**src/rtl/core/tcce_pkg.sv**
```systemverilog
`timescale 1ns / 1ps

package tcce_pkg;

   // default geometry
   localparam int COLUMNS_DEF     = 80;
   localparam int ROWS_DEF        = 25;
   localparam int TAB_STOP_DEF    = 8;
   localparam int QUEUE_DEPTH_DEF = 4;

   // cursor widths cover the largest supported geometry (128 x 64)
   localparam int COL_W = 7;
   localparam int ROW_W = 6;

   // field widths
   localparam int CMD_W     = 3;
   localparam int CHAR_W    = 8;
   localparam int POS_W     = 8;
   localparam int ATTR_W    = 8;
   localparam int CELL_W    = ATTR_W + CHAR_W;
   localparam int OUT_COL_W = 7;
   localparam int OUT_ROW_W = 5;
   localparam int OUT_LIN_W = 11;

   // command codes
   localparam logic [CMD_W-1:0] CMD_PUT    = 3'd0;
   localparam logic [CMD_W-1:0] CMD_SETPOS = 3'd1;
   localparam logic [CMD_W-1:0] CMD_CLEAR  = 3'd2;
   localparam logic [CMD_W-1:0] CMD_INSERT = 3'd3;
   localparam logic [CMD_W-1:0] CMD_DELETE = 3'd4;
   localparam logic [CMD_W-1:0] CMD_READ   = 3'd5;

   // control characters
   localparam logic [CHAR_W-1:0] CH_BACKSPACE = 8'd8;
   localparam logic [CHAR_W-1:0] CH_TAB       = 8'd9;
   localparam logic [CHAR_W-1:0] CH_NEWLINE   = 8'd10;
   localparam logic [CHAR_W-1:0] CH_RETURN    = 8'd13;
   localparam logic [CHAR_W-1:0] CH_BLANK     = 8'h20;

   localparam logic [ATTR_W-1:0] RESET_ATTR = 8'h0F;

   typedef enum logic [3:0] {
      OP_PRINT,
      OP_NEWLINE,
      OP_RETURN,
      OP_BACKSPACE,
      OP_TAB,
      OP_SETPOS,
      OP_CLEAR,
      OP_INSERT,
      OP_DELETE,
      OP_READ,
      OP_NOP
   } tcce_op_type;

   typedef struct packed {
      tcce_op_type         op;
      logic [CHAR_W-1:0]   ch;
      logic [COL_W-1:0]    col;
      logic [ROW_W-1:0]    row;
      logic                read_ok;
   } tcce_cmd_type;

   typedef enum logic [1:0] {
      ST_IDLE,
      ST_SWEEP,
      ST_FLUSH,
      ST_RESULT
   } tcce_state_type;

endpackage

```
**src/rtl/core/tcce_queue.sv**
```systemverilog
`timescale 1ns / 1ps

module tcce_queue import tcce_pkg::*; #(
   parameter int DEPTH = QUEUE_DEPTH_DEF
) (
   input  logic         clock,
   input  logic         reset,
   input  logic         push_valid,
   input  tcce_cmd_type push_data,
   output logic         push_ready,
   output logic         pop_valid,
   output tcce_cmd_type pop_data,
   input  logic         pop_ready
);

   localparam int PTR_W = $clog2(DEPTH);
   localparam int CNT_W = $clog2(DEPTH + 1);

   tcce_cmd_type     entry_ff [DEPTH];
   logic [PTR_W-1:0] wr_ptr_ff;
   logic [PTR_W-1:0] wr_ptr_in;
   logic [PTR_W-1:0] rd_ptr_ff;
   logic [PTR_W-1:0] rd_ptr_in;
   logic [CNT_W-1:0] count_ff;
   logic [CNT_W-1:0] count_in;
   logic             push_fire;
   logic             pop_fire;

   assign push_ready = count_ff != CNT_W'(DEPTH);
   assign pop_valid  = count_ff != '0;
   assign pop_data   = entry_ff[rd_ptr_ff];
   assign push_fire  = push_valid && push_ready;
   assign pop_fire   = pop_valid && pop_ready;

   always_comb begin
      wr_ptr_in = wr_ptr_ff;
      rd_ptr_in = rd_ptr_ff;
      if (push_fire) begin
         wr_ptr_in = (wr_ptr_ff == PTR_W'(DEPTH - 1)) ? '0 : wr_ptr_ff + PTR_W'(1);
      end
      if (pop_fire) begin
         rd_ptr_in = (rd_ptr_ff == PTR_W'(DEPTH - 1)) ? '0 : rd_ptr_ff + PTR_W'(1);
      end
      case ({push_fire, pop_fire})
         2'b10:   count_in = count_ff + CNT_W'(1);
         2'b01:   count_in = count_ff - CNT_W'(1);
         default: count_in = count_ff;
      endcase
   end

   always_ff @(posedge clock) begin
      if (reset) begin
         wr_ptr_ff <= '0;
         rd_ptr_ff <= '0;
         count_ff  <= '0;
      end else begin
         wr_ptr_ff <= wr_ptr_in;
         rd_ptr_ff <= rd_ptr_in;
         count_ff  <= count_in;
      end
   end

   always_ff @(posedge clock) begin
      if (push_fire) begin
         entry_ff[wr_ptr_ff] <= push_data;
      end
   end

endmodule

```
**config.mk**
```make
export PLATFORM = sky130hd
export DESIGN_NAME = tcce_queue
export DESIGN_NICKNAME = d
export VERILOG_FILES = /design/src/rtl/core/tcce_pkg.sv /design/src/rtl/core/tcce_queue.sv
export SDC_FILE = /design/constraint.sdc
export NUM_CORES = 1
export LEC_CHECK = 0
export BUFFER_PORTS_ARGS = -buffer_cell sky130_fd_sc_hd__buf_4
export CAP_MARGIN = 20
export CELL_PAD_IN_SITES_DETAIL_PLACEMENT = 1
export CELL_PAD_IN_SITES_GLOBAL_PLACEMENT = 1
export CORE_UTILIZATION = 51
export CTS_BUF_LIST = sky130_fd_sc_hd__clkbuf_4
export DETAILED_ROUTE_END_ITERATION = 12
export HOLD_SLACK_MARGIN = 0.06
export PLACE_DENSITY = 0.78
export SYNTH_ARGS = -nofsm -noshare
export SYNTH_HDL_FRONTEND = slang
export SYNTH_SLANG_ARGS = --single-unit
export TNS_END_PERCENT = 10
```
**constraint.sdc**
```tcl
create_clock -name clock -period 3.2 [get_ports clock]
set_input_delay 0.16 -clock clock [delete_from_list [all_inputs] [get_ports clock]]
set_output_delay 0.16 -clock clock [all_outputs]
set_load 0.01 [all_outputs]
```
# [Word level (Yosys, flattened, before mapping)]
# Memories as Yosys holds them, arrays and structs flattened. A register that Yosys moved wholly into a read port is not among the register bits.
# Index checks and enable logic that the tools add are counted.
[totals] regBits=7 ramBits=104 inputBits=30 out_inout_bits=28 memories=1
[op_classes] add_sub_neg=4 eq_ne=5 muxes=7 reduce_logical=4
[memory_table] name="entry_ff" words=4 word_bits=26 rd=1 rd_ports_with_merged_regs=1 wr=1 line_no="tcce_queue.sv:19" text="tcce_cmd_type entry_ff [DEPTH];"
[op_table] operator="2-to-1 mux 2 bit" n=4
[op_table] operator="equality test 2 bit (second input constant)" n=3
[op_table] operator="case mux 3 bit (2 select lines)" n=1
[op_table] operator="adder 2 x 1 -> 2 bit (second input constant)" n=2
[op_table] operator="adder 3 x 1 -> 3 bit (second input constant)" n=1
[op_table] operator="!= test 3 bit (second input constant)" n=1
[op_table] operator="nonzero test 3 bit" n=1
[op_table] operator="subtractor 3 x 1 -> 3 bit (second input constant)" n=1
[op_table] operator="equality test 2 x 1 -> 1 bit (second input constant)" n=1
[op_table] operator="logical AND 1 bit" n=2
[op_table] operator="2-to-1 mux 1 bit" n=2
[op_table] operator="nonzero test 2 bit" n=1

# [Longest topological paths before layout]
[depth] depth_word=4 mapped_depth=9 ltp_nobuf=8

# [Worst setup path after synthesis]
# Ideal clock, no wire load.
[synth_path] path_kind="register to register" from="register count_ff[2]" to="register count_ff[2]" setup_time_ps=70 arrival_time_ps=2185 required_ps=3130 slack_ps=945 stages_incl_launch_ff=10 n_path_buf=1 period_less_slack_ps=2255 path_cell_list="dfxtp_1 or3b_1 buf_6 nand2_2 ha_1 inv_1 fa_1 xor2_1 or3_2 a21oi_1"
[synth_via] elab_chain_len=4
[synth_lines] item="start: declaration" line_no="tcce_queue.sv:24" text="logic [CNT_W-1:0] count_ff;"
[synth_lines] item="start signal: assignment" line_no="tcce_queue.sv:59" text="count_ff <= count_in;"
[synth_lines] item="!= test 3 bit *" line_no="tcce_queue.sv:29" text="assign push_ready = count_ff != CNT_W'(DEPTH);"
[synth_lines] item="net push_ready" line_no="tcce_queue.sv:10" text="output logic push_ready,"
[synth_lines] item="logical AND 1 bit *" line_no="tcce_queue.sv:32" text="assign push_fire = push_valid && push_ready;"
[synth_lines] item="equality test 2 x 1 -> 1 bit or equality test 2 bit (tied branches)" line_no="tcce_queue.sv:44" text="case ({push_fire, pop_fire})"
[synth_lines] item="case mux 3 bit (2 select lines) or nonzero test 2 bit (tied branches)"
# The timed path passes the listed nets; every way through them passes the cells marked *.
# A chain may end at the register's enable or synchronous reset.

# [Worst setup path in the final report]
[layout_path] from="register count_ff[2]" to="register count_ff[2]"
[layout_via] elab_chain_len=4
[layout_lines] item="!= test 3 bit or nonzero test 3 bit (tied branches)" line_no="tcce_queue.sv:29, tcce_queue.sv:30"
[layout_lines] item="logical AND 1 bit, on equally long branches" line_no="tcce_queue.sv:32, tcce_queue.sv:33"
[layout_lines] item="equality test 2 x 1 -> 1 bit or equality test 2 bit (tied branches)" line_no="tcce_queue.sv:44"
[layout_lines] item="case mux 3 bit (2 select lines) or nonzero test 2 bit (tied branches)"
# Several ways; a longest one is shown, not always the timed one.

==> results.py <==
metrics = {
    "clocking": {
        "clock_latency_ns": 0.50,
        "cts_resized": 0,
        "cts_max_path_buffers": 2,
        "htreeDepth": 4,
        "cts_tree": "built",
        "cts.sinks": 113,
        "cts_setup_buffers": 0,
        "cts_root_buf": "clkbuf_4",
        "clk_pin_slew_worst_paths_ns": 0.10,
        "cts_buffers": 17,
        "hold_buffers": 28,
    },
    "cells_and_area": {
        "nets": 324,
        "final_layout_size_suffix_gt1_share_pct": 41.7,
        "nFillCells": 660,
        "final_cells": 402,
        "syn2layout_area_growth_pct": 25.1,
        "finish.utilization_pct": 67.4,
        "final_cell_area_mm2": 0.00532,
        "insertedDiodeCount": 0,
    },
    "drt": {
        "drt_iter0_drc": 84,
        "dr.pass1.iters": 4,
        "routed_wl_um": 8400,
        "wl_per_cell_um": 20.9,
        "postRouteAntennaNets": 0,
        "route.detailed.drc": 0,
        "viasPerCell": 5.35,
        "vias": 2152,
    },
    "place": {
        "post_dp_cell_area_mm2": 0.00477,
        "post-place-cells": 342,
        "routabilityCongestion": 0.705,
        "hpwl_um": 5050,
        "numPortBuffers": 57,
    },
    "worst_setup_path": {
        "worstSetupStartpointType": "register",
        "crit_arrival_ns": 2.92,
        "critical_path_class": "reg -> reg",
        "cp_max_fo": 7,
        "crit_path_end_kind": "register",
        "required_ns": 3.64,
    },
    "global_routing": {
        "grt_pass1_wl_um": 13200,
        "grt_max_degree": 27,
        "grt_usage_pct": 22.1,
        "antenna_found_initial": 0,
        "grt_pass1_vias": 2464,
        "overflow": 0,
    },
    "power": {
        "p_sw_share_pct": 27.5,
        "combPwrFrac_pct": 24.7,
        "switchingPower_uw": 1040,
        "internal-power_uw": 2750,
        "seqPwrFrac_pct": 49.4,
        "p_per_area_mw_per_mm2": 712,
        "leakagePower_uw": 0.00187,
        "ir_worst_vdd_mv": 0.327,
        "clockPowerShare_pct": 25.8,
    },
    "hold_path": {
        "hold_path.class": "in -> reg",
    },
    "yosys": {
        "syn-instance-count": 188,
        "syn_area_mm2": 0.00425,
        "yosys_warnings": 0,
        "syn_avg_cell_area_um2": 22.6,
        "syn_nets": 225,
        "synth.distinct_cells": 25,
        "ys_ff_latch": 113,
        "ys_seq_area_share_pct": 77.7,
    },
    "floorplanning": {
        "die_w_um": 93.3,
        "die_y_um": 93.3,
        "coreArea_mm2": 0.00789,
        "io_pins": 58,
        "start_util_pct": 53.9,
        "rows": 32,
        "die_area_mm2": 0.00870,
    },
    "timing": {
        "fin_tns_setup_ns": 0,
        "tightest_slew_ns": 0.735,
        "rsz0062_at_grt": "no",
        "period_share_pct": 77.6,
        "fmaxAchievable_ghz": 0.402,
        "finClkSkew_ns": 0.0121,
        "setup_viol": 0,
        "drv_slew": 0,
        "fin_crit_ns": 2.48,
        "slew-limit-headroom_pct": 51.0,
        "final_hold_viol_count": 0,
    },
    "run_status": {
        "status": "finished clean",
    },
    "job": {
        "cap_violations": 0,
    },
}
[critical path, cell delays in order, from the launching register on]
cell     delay [ns]
dfxtp_1        0.40
or3b_1         0.47
nand2_2        0.15
ha_1           0.21
inv_1          0.08
fa_1           0.38
xor2_1         0.17
or3_2          0.42
a21oi_1        0.15
[cell usage in the layout, fill, tap and decap left out, types with 3 or more instances in the layout]
cell type / netlist / routed
a21oi_1: 3 / 3
dfxtp_1: 9 / 8
clkbuf_4: 0 / 19
nor2_1: 4 / 4
ha_1: 6 / 6
buf_4: 0 / 60
clkinvlp_4: 0 / 3
edfxtp_1: 104 / 104
inv_1: 6 / 6
and3_2: 4 / 4
mux4_2: 26 / 26
dlygate4sd3_1: 0 / 28
clkinv_2: 0 / 6
[worst paths after layout]
kind / endpoint / cells after the start / slack (ns) / from
max reg2reg: count_ff[2] / 8 / 0.72 / count_ff[2]
min: rd_ptr_ff[0] / 4 / 0.10 / pop_ready
min reg2reg: wr_ptr_ff[1] / 2 / 0.54 / wr_ptr_ff[1]
max: count_ff[2] / 8 / 0.72 / count_ff[2]
[power by group through the flow]
stage	sequential [uW]	combinational, uW	clock (uW)
final	1870	937	977
after global routing	1890	1010	1060
after CTS	1880	949	1010
after detailed placement	1910	913	0
after global placement	1890	888	0
after floorplan	1850	584	0
[layout make-up]
class / instances / area, um^2 / share of cell area, %
multi-input combinational: 61 / 867 / 16.3
tap: 102 / 128 / 2.40
clock buffer: 19 / 143 / 2.68
timing repair buffer: 88 / 731 / 13.7
inverter: 6 / 22.5 / 0.424
sequential: 113 / 3300 / 62.2
clock inverter: 13 / 120 / 2.26
[sequential cells by signal (all words and copies together) (netlist names), named ones only]
name / cells
entry_ff: 104
wr_ptr_ff: 2
rd_ptr_ff: 2
count_ff: 3
[metal layers]
metal | GRT usage, % | share of wire, % | vias to the layer above
li1 | - | - | 973
met1 | 25.6 | 42 | 1096
met2 | 37.5 | 52 | 65
met3 | 6.67 | 4.0 | 18
met4 | 10.6 | 2.5 | 0
met5 | 0 | 0 | -
[cells in the mapped netlist]
| library cell | count | area (um^2) |
|---|---|---|
| buf_6 | 3 | 33.8 |
| buf_2 | 3 | 15.0 |
| mux4_2 | 26 | 586 |
| and3_2 | 4 | 30.0 |
| nand2_1 | 1 | 3.75 |
| clkbuf_1 | 1 | 3.75 |
| o21ai_2 | 1 | 8.76 |
| or3_2 | 2 | 15.0 |
| a211o_1 | 1 | 8.76 |
| or3_1 | 2 | 12.5 |
| a21oi_1 | 3 | 15.0 |
| mux2i_1 | 2 | 20.0 |
| xor2_1 | 2 | 17.5 |
| ha_1 | 6 | 75.1 |
| nand2b_1 | 2 | 12.5 |
| inv_1 | 6 | 22.5 |
| o21ai_0 | 1 | 5.00 |
| edfxtp_1 | 104 | 3120 |
| dfxtp_1 | 9 | 180 |
| or3b_1 | 1 | 8.76 |
| nor2_1 | 4 | 15.0 |
| nand2_2 | 1 | 6.26 |
| o31ai_1 | 1 | 7.51 |
| buf_1 | 1 | 3.75 |
| fa_1 | 1 | 20.0 |
[kinds of logic (layout without fill, tap and decap cells)]
family                     Yosys count  in the layout  share of synthesized area, %
DFF                                113            113                          77.7
AOI/OAI and AO/OA                    7              7                          1.06
muxes                               28             28                          14.3
adders and majority gates            7              7                          2.24
buffers and inverters               14            126                          1.85
xor gates and xnor gates             2              2                         0.412
and+or+nand+nor                     17             17                          2.44
[through the flow]
step	total power [uW]	hold slack (ns)	setup WS, ns
2_1_floorplan	2430	0.259	0.945
3_3_place_gp	2780	0.360	0.891
3_5_place_dp	2820	0.365	0.816
4_1_cts	3830	0.0645	0.746
5_1_grt	3960	0.116	0.602
6_report	3790	0.105	0.716
Note: power is estimated with default switching activity, not from simulation.
