--- src/rtl/core/tcce_pkg.sv ---
`timescale 1ns / 1ps

package tcce_pkg;

   // default geometry
   localparam int COLUMNS_DEF     = 80;
   localparam int ROWS_DEF        = 25;
   localparam int TAB_STOP_DEF    = 8;
   localparam int QUEUE_DEPTH_DEF = 4;

   // cursor widths cover the largest supported geometry (128 x 64)
   localparam int COL_W = 7;
   localparam int ROW_W = 6;

   // field widths
   localparam int CMD_W     = 3;
   localparam int CHAR_W    = 8;
   localparam int POS_W     = 8;
   localparam int ATTR_W    = 8;
   localparam int CELL_W    = ATTR_W + CHAR_W;
   localparam int OUT_COL_W = 7;
   localparam int OUT_ROW_W = 5;
   localparam int OUT_LIN_W = 11;

   // command codes
   localparam logic [CMD_W-1:0] CMD_PUT    = 3'd0;
   localparam logic [CMD_W-1:0] CMD_SETPOS = 3'd1;
   localparam logic [CMD_W-1:0] CMD_CLEAR  = 3'd2;
   localparam logic [CMD_W-1:0] CMD_INSERT = 3'd3;
   localparam logic [CMD_W-1:0] CMD_DELETE = 3'd4;
   localparam logic [CMD_W-1:0] CMD_READ   = 3'd5;

   // control characters
   localparam logic [CHAR_W-1:0] CH_BACKSPACE = 8'd8;
   localparam logic [CHAR_W-1:0] CH_TAB       = 8'd9;
   localparam logic [CHAR_W-1:0] CH_NEWLINE   = 8'd10;
   localparam logic [CHAR_W-1:0] CH_RETURN    = 8'd13;
   localparam logic [CHAR_W-1:0] CH_BLANK     = 8'h20;

   localparam logic [ATTR_W-1:0] RESET_ATTR = 8'h0F;

   typedef enum logic [3:0] {
      OP_PRINT,
      OP_NEWLINE,
      OP_RETURN,
      OP_BACKSPACE,
      OP_TAB,
      OP_SETPOS,
      OP_CLEAR,
      OP_INSERT,
      OP_DELETE,
      OP_READ,
      OP_NOP
   } tcce_op_type;

   typedef struct packed {
      tcce_op_type         op;
      logic [CHAR_W-1:0]   ch;
      logic [COL_W-1:0]    col;
      logic [ROW_W-1:0]    row;
      logic                read_ok;
   } tcce_cmd_type;

   typedef enum logic [1:0] {
      ST_IDLE,
      ST_SWEEP,
      ST_FLUSH,
      ST_RESULT
   } tcce_state_type;

endpackage

--- src/rtl/core/tcce_if.sv ---
`timescale 1ns / 1ps

interface tcce_req_if import tcce_pkg::*; ();
   logic              valid;
   logic              ready;
   logic [CMD_W-1:0]  command;
   logic [CHAR_W-1:0] char_code;
   logic [POS_W-1:0]  col;
   logic [POS_W-1:0]  row;

   modport source (output valid, command, char_code, col, row, input ready);
   modport sink (input valid, command, char_code, col, row, output ready);
endinterface


--- src/rtl/core/tcce_front.sv ---
`timescale 1ns / 1ps

module tcce_front import tcce_pkg::*; #(
   parameter int COLUMNS = COLUMNS_DEF,
   parameter int ROWS    = ROWS_DEF
) (
   input  logic         clock,
   input  logic         reset,
   input  logic         hold,
   tcce_req_if.sink     req_ch,
   output logic         push_valid,
   output tcce_cmd_type push_data,
   input  logic         push_ready
);

   logic         stage_valid_ff;
   logic         stage_valid_in;
   tcce_cmd_type stage_cmd_ff;
   tcce_cmd_type stage_cmd_in;
   logic         req_fire;
   logic         col_over;
   logic         row_over;

   assign req_ch.ready = !hold && (!stage_valid_ff || push_ready);
   assign req_fire     = req_ch.valid && req_ch.ready;
   assign push_valid   = stage_valid_ff;
   assign push_data    = stage_cmd_ff;

   assign col_over = req_ch.col >= POS_W'(COLUMNS);
   assign row_over = req_ch.row >= POS_W'(ROWS);

   // decode the command and clamp the position once, up front
   always_comb begin
      stage_cmd_in = stage_cmd_ff;
      if (req_fire) begin
         stage_cmd_in.ch      = req_ch.char_code;
         stage_cmd_in.col     = col_over ? COL_W'(COLUMNS - 1) : req_ch.col[COL_W-1:0];
         stage_cmd_in.row     = row_over ? ROW_W'(ROWS - 1) : req_ch.row[ROW_W-1:0];
         stage_cmd_in.read_ok = !col_over && !row_over;
         case (req_ch.command)
            CMD_PUT: begin
               case (req_ch.char_code)
                  CH_NEWLINE:   stage_cmd_in.op = OP_NEWLINE;
                  CH_RETURN:    stage_cmd_in.op = OP_RETURN;
                  CH_BACKSPACE: stage_cmd_in.op = OP_BACKSPACE;
                  CH_TAB:       stage_cmd_in.op = OP_TAB;
                  default:      stage_cmd_in.op = OP_PRINT;
               endcase
            end
            CMD_SETPOS: stage_cmd_in.op = OP_SETPOS;
            CMD_CLEAR:  stage_cmd_in.op = OP_CLEAR;
            CMD_INSERT: stage_cmd_in.op = OP_INSERT;
            CMD_DELETE: stage_cmd_in.op = OP_DELETE;
            CMD_READ:   stage_cmd_in.op = OP_READ;
            default:    stage_cmd_in.op = OP_NOP;
         endcase
      end
   end

   always_comb begin
      if (req_fire) begin
         stage_valid_in = 1'b1;
      end else if (push_ready) begin
         stage_valid_in = 1'b0;
      end else begin
         stage_valid_in = stage_valid_ff;
      end
   end

   always_ff @(posedge clock) begin
      if (reset) begin
         stage_valid_ff <= 1'b0;
      end else begin
         stage_valid_ff <= stage_valid_in;
      end
   end

   always_ff @(posedge clock) begin
      stage_cmd_ff <= stage_cmd_in;
   end

endmodule

--- src/flat_wrapper.sv ---
// flat-port wrapper written by rule: the top's interface ports become plain ports
module tcce_front_flat import tcce_pkg::*;
#(
   parameter int COLUMNS = COLUMNS_DEF,
   parameter int ROWS    = ROWS_DEF
)
  (clock, reset, hold, push_valid, push_data, push_ready, req_ch_valid, req_ch_command, req_ch_char_code, req_ch_col, req_ch_row, req_ch_ready);
  tcce_req_if req_ch_i ();
  input  logic clock;
  input  logic reset;
  input  logic hold;
  output logic push_valid;
  output tcce_cmd_type push_data;
  input  logic push_ready;
  input wire logic [$bits(req_ch_i.valid)-1:0] req_ch_valid;
  input wire logic [$bits(req_ch_i.command)-1:0] req_ch_command;
  input wire logic [$bits(req_ch_i.char_code)-1:0] req_ch_char_code;
  input wire logic [$bits(req_ch_i.col)-1:0] req_ch_col;
  input wire logic [$bits(req_ch_i.row)-1:0] req_ch_row;
  output wire logic [$bits(req_ch_i.ready)-1:0] req_ch_ready;
  assign req_ch_i.valid = req_ch_valid;
  assign req_ch_i.command = req_ch_command;
  assign req_ch_i.char_code = req_ch_char_code;
  assign req_ch_i.col = req_ch_col;
  assign req_ch_i.row = req_ch_row;
  assign req_ch_ready = req_ch_i.ready;
  tcce_front #(.COLUMNS(COLUMNS), .ROWS(ROWS)) u_core (.clock(clock), .reset(reset), .hold(hold), .req_ch(req_ch_i), .push_valid(push_valid), .push_data(push_data), .push_ready(push_ready));
endmodule
--- config.mk ---
export PLATFORM = sky130hd
export DESIGN_NAME = tcce_front_flat
export DESIGN_NICKNAME = d
export VERILOG_FILES = /design/src/rtl/core/tcce_pkg.sv /design/src/rtl/core/tcce_if.sv /design/src/rtl/core/tcce_front.sv /design/src/flat_wrapper.sv
export SDC_FILE = /design/constraint.sdc
export NUM_CORES = 1
export LEC_CHECK = 0
export ABC_CLOCK_PERIOD_IN_PS = 7400
export BUFFER_PORTS_ARGS = -buffer_cell sky130_fd_sc_hd__buf_2
export CELL_PAD_IN_SITES_DETAIL_PLACEMENT = 1
export CELL_PAD_IN_SITES_GLOBAL_PLACEMENT = 1
export CORE_MARGIN = 5
export CORE_UTILIZATION = 35
export CTS_CLUSTER_DIAMETER = 150
export CTS_CLUSTER_SIZE = 28
export DETAILED_ROUTE_END_ITERATION = 8
export PLACE_DENSITY = 0.84
export SETUP_SLACK_MARGIN = 0.15
export SYNTH_ARGS = -nofsm -noshare
export SYNTH_HDL_FRONTEND = slang
export SYNTH_SLANG_ARGS = --single-unit
--- constraint.sdc ---
create_clock -name clock -period 7.4 [get_ports clock]
set_input_delay 2.22 -clock clock [delete_from_list [all_inputs] [get_ports clock]]
set_output_delay 2.22 -clock clock [all_outputs]
set_load 0.005 [all_outputs]
* After elaboration in Yosys (flattened, before gate mapping)
Index checks and enable logic that the tools add are counted.
Operators by class: equal/unequal tests 9, reductions and logical operators 10, magnitude comparators 2, muxes and demuxes 4
Operators with widths (count):
- == test 8 x 4 -> 1 bit, second input constant | 4
- case mux 4 bit (6 select lines) | 1
- case mux 3 bit (4 select lines) | 1
- >= comparator 8 x 5 -> 1 bit, second input constant | 1
- >= comparator 8 x 7 -> 1 bit, second input constant | 1
- == test 3 x 2 -> 1 bit, second input constant | 2
- == test 3 bit, second input constant | 2
- zero test 1 bit | 4
- == test 3 x 1 -> 1 bit, second input constant | 1
- logical AND 1 bit | 3
- zero test 3 bit | 1
- two-way mux 1 bit | 2
- nonzero test 2 bit | 1
- logical OR 1 bit | 1
Word-level totals: input bits 32, output and inout port bits 28, flip-flop bits (word level) 27, logic and storage cells 31

* Longest topological paths before layout
Gate-level depths: netlist (run 1).
depth after elaboration 5, gate-level depth with buffers 3, mapped depth without buffers 3

* Least setup slack after synthesis (run 1)
No wires, ideal clock.
kind input to output, start point in push_ready, end point out req_ch_ready, buffers on the path 0, data required time 5.180 ns, slack 2.780 ns, arrival time 2.400 ns, stages on the path 2, cell sequence nor2b_1 nor2_1
Between the ends: word-level cells in the longest chain between the ends 2
RTL lines:
- start, declared | line flat_wrapper.sv:14 | input logic push_ready;
- logical OR 1 bit | line tcce_front.sv:24 | assign req_ch.ready = !hold && (!stage_valid_ff || push_ready);
- logical AND 1 bit | line tcce_front.sv:24
- end, declared | line flat_wrapper.sv:20 | output wire logic [$bits(req_ch_i.ready)-1:0] req_ch_ready;
Every way passes these cells.

* Worst setup path after layout (run 1)
Same ends and word-level chain as after synthesis.

==> flow_summary.json, run 1 <==
{
  "cts.sink_count": 27,
  "synth_cell_types": 22,
  "cts_tree": "built",
  "grtUsageTotal": 0.117,
  "power.density_nw_per_um2": 191,
  "cts.path.max_buffers": 2,
  "synth.top_cell.area_share": 0.748,
  "clkLatencyLatePin_ps": 310,
  "core.rowCount": 19,
  "grt_pass1_vias": 843,
  "skew_ps": 3.13,
  "drtAntennaViolNets": 0,
  "holdWs_ps": 490,
  "yosys-top-cells-area": "edfxtp_1, nand2b_1, or3_1",
  "synth-seq-area-share": 0.767,
  "min_path_type": "reg2reg",
  "grt_first_pass_wirelength_um": 3770,
  "grt.met3_usage": 0.0276,
  "initial_core_util": 0.372,
  "overflow": 0,
  "synth_edf_count": 26,
  "peakVddDrop_v": 0.0000670,
  "coreArea_um2": 2810,
  "grt_use_met1": 0.112,
  "dieWidth_um": 64.6,
  "period_minus_slack_ps": 4920,
  "fmax_mhz": 203,
  "regToRegSetupSlack_ps": 5600,
  "yosysMostFrequentCell": "edfxtp_1",
  "status": "finished clean",
  "tightest_slew_ps": 1210,
  "die_y_um": 64.6,
  "cts-hold-fix-buffers": 0,
  "wl_per_cell_um": 15.1,
  "synth_fp_nets": 98,
  "hold_depth": 2,
  "pre_cts_ws_ps": 2490,
  "cts-resized-gates": 0,
  "crit_required_ps": 5180,
  "hpwl_um": 2010,
  "stdcell_count": 159,
  "firstDrtPassIters": 4,
  "grt_busiest_layer": "met2",
  "fin_util": 0.500,
  "post_cts_buffers": 0,
  "p_leak_nw": 0.573,
  "ys_async_sr_fraction": 0,
  "io_buffers": 59,
  "netlist_instances": 66,
  "antenna_found_initial": 0,
  "vias": 783,
  "grt_use_met2": 0.232,
  "ys.flop_type": "edfxtp_1",
  "slew_headroom": 0.194,
  "reg2reg_depth": 2,
  "whs_endpoint": "u_core.push_valid",
  "gp_congestion": 0.824,
  "cap_viol_max_count": 0,
  "clk_pin_slew_ps": 140,
  "h-tree-depth": 1,
  "synth_common_cells": "edfxtp_1, nand2b_1, nor2_1, or3_1",
  "crit_start": "push_ready",
  "dp_cells": 155,
  "r2r-start": "u_core.push_valid",
  "rsz0062_at_grt": "false",
  "drcViolationCount": 0,
  "setup_viol": 0,
  "finalWirelength_um": 2400,
  "setup_slack_ps": 2480,
  "synth_area_um2": 1040,
  "drive_gt1_frac": 0.516,
  "clockRootBuffer": "clkbuf_4",
  "cp.arrival_ps": 2700,
  "first_iter_violations": 17,
  "fillCellCount": 313,
  "critPathLaunchType": "input pin",
  "numCtsBuffers": 3,
  "period_share": 0.665,
  "area_growth_pct": 34.4,
  "layout.nets": 161,
  "final_max_slew_viol_count": 0,
  "ys_warn_count": 0,
  "end_kind": "output pin",
  "num_io_pins": 60,
  "min_from": "u_core.push_valid",
  "diodes": 0,
  "routed_via_density": 4.92,
  "cp_max_fo": 2,
  "die_area_um2": 4170,
  "path_class": "in2out",
  "syn_avg_cell_area_um2": 15.8,
  "yosysTopAreaCell": "edfxtp_1",
  "grt_start_max_net_pins": 27,
  "r2r-end": "u_core.push_data[9]",
  "hold_viol": 0,
  "fin_tns_setup_ps": 0,
  "synth_seq_cells": 27
}
-- layer usage --
| layer | routed length [µm] | up-vias |
|---|---|---|
| met5 | 0 | - |
| met4 | 27 | 0 |
| met3 | 233 | 2 |
| met2 | 1260 | 41 |
| met1 | 888 | 368 |
| li1 | - | 372 |
-- how the worst max path moves through the flow --
stage	endpoint	slack, ps	depth (start not counted)
final	req_ch_ready	2480	4
after global routing	req_ch_ready	2470	4
after CTS	req_ch_ready	2480	4
after detailed placement	req_ch_ready	2490	4
after global placement	req_ch_ready	2530	4
after floorplan	req_ch_ready	2780	2
-- where the power goes --
group / internal [mW] / total, mW / switching [mW]
Clock: 0.0210 / 0.0610 / 0.0399
Combinational: 0.0142 / 0.0295 / 0.0153
Sequential: 0.175 / 0.177 / 0.00155
Total: 0.210 / 0.267 / 0.0568
-- cell families after synthesis --
| logic type | after synthesis | share of synthesized area |
|---|---|---|
| flip-flops | 27 | 0.767 |
| XOR/XNOR | 1 | 0.00839 |
| AO/OA/AOI/OAI | 6 | 0.0348 |
| AND/OR/NAND/NOR | 30 | 0.182 |
| buffers and inverters | 1 | 0.00359 |
| other | 1 | 0.00359 |
-- metrics by stage --
| step | instance area [µm²] | power, mW |
|---|---|---|
| 2_1_floorplan | 1040 | 0.190 |
| 3_3_place_gp | 1380 | 0.209 |
| 3_5_place_dp | 1380 | 0.211 |
| 4_1_cts | 1400 | 0.271 |
| 5_1_grt | 1400 | 0.281 |
| 6_report | 1400 | 0.267 |
-- sequential cells by signal, indices dropped and copies added (netlist names) --
name               cells
u_core.push_data      26
u_core.push_valid      1
-- critical path: stages --
cell     delay [ps]
buf_2           100
nor2b_1         190
nor2_1           60
buf_2           130
-- layout make-up --
type / count / area, µm² / share of cell area
Tap cell: 31 / 38.8 / 0.0277
Sequential cell: 27 / 801 / 0.571
Timing Repair Buffer: 59 / 295 / 0.211
Multi-Input combinational cell: 38 / 241 / 0.172
Clock buffer: 4 / 26.3 / 0.0187
-- layout by cell type, fill, tap and decap left out, drive strengths merged --
master and instances:
a21oi 3, a311oi 1, and2 2, and3 3, buf 59, clkbuf 4
conb 1, dfxtp 1, edfxtp 26, nand2 1, nand2b 6, nand4 1
nor2 4, nor2b 1, nor3 4, nor4 2, nor4b 1, o21a 1
o21ai 1, or2 1, or3 4, xnor2 1
No activity file was read; power rests on OpenSTA's default activity.
==> run 2: changes to the inputs <==
Settings changed: ABC_CLOCK_PERIOD_IN_PS 7400 to 4000, CORE_UTILIZATION 35 to 29, PLACE_DENSITY 0.84 to 0.74.
Clock period 7.4 ns to 4 ns, I/O delays scaled along.
==> run 2 against run 1 <==
Compared with the run above:
- critical path depth stayed put
- register-to-register slack worse by 2800 ps
- flip-flop and latch count stayed put
- cell count up 10%
- combinational power increased by 88%
- sequential power rose by 85%
- worst hold slack worse by 4.0 ps
- utilization fell by 8.1 points
- non-clock buffer count up 1
- sequential share of layout area is 1.1 points lower
- wire length decreased by 2.1%
- critical path type unchanged
- largest power group unchanged
- highest routed layer unchanged
==> flow_summary.json, run 2 (synthesis results as in run 1) <==
{
  "status": "finished clean",
  "whs_endpoint": "u_core.push_valid",
  "regToRegSetupSlack_ps": 2780,
  "r2r-end": "u_core.push_data[20]",
  "hpwl_um": 1960,
  "hold_viol": 0,
  "grt_first_pass_wirelength_um": 3830,
  "r2r-start": "u_core.push_valid",
  "peakVddDrop_v": 0.0000899,
  "final_max_slew_viol_count": 0,
  "final_cell_mix": "buf_2, edfxtp_1, nand2b_1",
  "cap_viol_max_count": 0,
  "end_kind": "output pin",
  "layout.nets": 162,
  "fin_tns_setup_ps": 0,
  "vias": 769,
  "grt_pass1_vias": 803,
  "post_dp_cell_area_um2": 1400,
  "final_cell_area_um2": 1430,
  "h-tree-depth": 1,
  "firstDrtPassIters": 2,
  "drive_gt1_frac": 0.527,
  "drtAntennaViolNets": 0,
  "power_switching_uw": 104,
  "finalWirelength_um": 2350,
  "clockRootBuffer": "clkbuf_4",
  "seqPwrFrac": 0.664,
  "largest_reg_flops": 26,
  "cts.path.max_buffers": 2,
  "core.rowCount": 21,
  "setup_slack_ps": 1140,
  "fmax_mhz": 350,
  "cp_max_fo": 2,
  "skew_ps": 5.41,
  "diodes": 0,
  "cts_tree": "built",
  "clkLatencyLatePin_ps": 310,
  "die_y_um": 70.0,
  "clk_pin_slew_ps": 130,
  "initial_core_util": 0.305,
  "crit_start": "push_ready",
  "routed_via_density": 4.39,
  "power_frac_comb": 0.113,
  "power.density_nw_per_um2": 344,
  "area_growth_pct": 37.1,
  "wl_per_cell_um": 13.5,
  "cts-hold-fix-buffers": 0,
  "critPathLaunchType": "input pin",
  "cts-resized-gates": 0,
  "setup_viol": 0,
  "reg2reg_depth": 3,
  "path_class": "in2out",
  "period_share": 0.715,
  "min_path_type": "reg2reg",
  "holdWs_ps": 486,
  "hold_depth": 2,
  "p_clk_frac": 0.224,
  "cp.arrival_ps": 1660,
  "rsz0062_at_grt": "false",
  "die_area_um2": 4900,
  "numCtsBuffers": 3,
  "io_buffers": 59,
  "p_leak_nw": 0.581,
  "drcViolationCount": 0,
  "dieWidth_um": 70.0,
  "num_io_pins": 60,
  "post_cts_buffers": 0,
  "grt_start_max_net_pins": 27,
  "cts.sink_count": 27,
  "min_from": "u_core.push_valid",
  "overflow": 0,
  "swShare": 0.211,
  "crit_required_ps": 2800,
  "grtUsageTotal": 0.0970,
  "gp_congestion": 0.794,
  "pre_cts_ws_ps": 1140,
  "period_minus_slack_ps": 2860,
  "antenna_found_initial": 0,
  "first_iter_violations": 18,
  "final_common_cell": "buf_2",
  "coreArea_um2": 3420,
  "p_int_uw": 388
}
run 2: cell count changes in the layout (fill, tap and decap cells not counted), sizes merged:
cell,change
clkbuf,-1
buf,+1
clkinv,+1
run 2: power by group through the flow:
| stage | Sequential [mW] | Clock, mW | Combinational, mW |
|---|---|---|---|
| floorplan | 0.336 | 0 | 0.0162 |
| global placement | 0.333 | 0 | 0.0546 |
| detailed placement | 0.333 | 0 | 0.0562 |
| CTS | 0.327 | 0.119 | 0.0563 |
| global route | 0.328 | 0.129 | 0.0614 |
| finish | 0.327 | 0.110 | 0.0554 |
run 2: routing by layer:
metal / share of wire / global-route usage / wire (µm) / vias up
li1: - / - / - / 377
met1: 0.44 / 0.115 / 1030 / 344
met2: 0.45 / 0.155 / 1050 / 46
met3: 0.11 / 0.0373 / 252 / 2
met4: 0.0072 / 0.0447 / 17 / 0
met5: 0 / 0 / 0 / -
run 2: how the worst max path moves through the flow:
stage / to / slack [ps] / cells past startpoint
global placement: req_ch_ready / 1170 / 4
global route: req_ch_ready / 1080 / 4
detailed placement: req_ch_ready / 1140 / 4
CTS: req_ch_ready / 1130 / 4
finish: req_ch_ready / 1140 / 4
floorplan: u_core.push_data[0] / 1140 / 2
run 2: per-stage QoR:
step / cells / util / total power, mW
after floorplan: 66 / - / 0.352
after global placement: 171 / 0.411 / 0.388
after detailed placement: 171 / 0.411 / 0.390
after CTS: 175 / 0.419 / 0.502
after global routing: 175 / 0.419 / 0.518
final: 175 / 0.419 / 0.492
run 2: final cells by class:
type	instances	area (µm²)
Fill cell	384	1990
Sequential cell	27	801
Timing Repair Buffer	60	303
Multi-Input combinational cell	38	241
Tap cell	46	57.6
Clock buffer	3	22.5
Clock inverter	1	5.00
run 2: critical path, cell delays in order:
cell     delay (ps)
buf_2           110
nor2b_1         170
nor2_1           50
buf_2           120
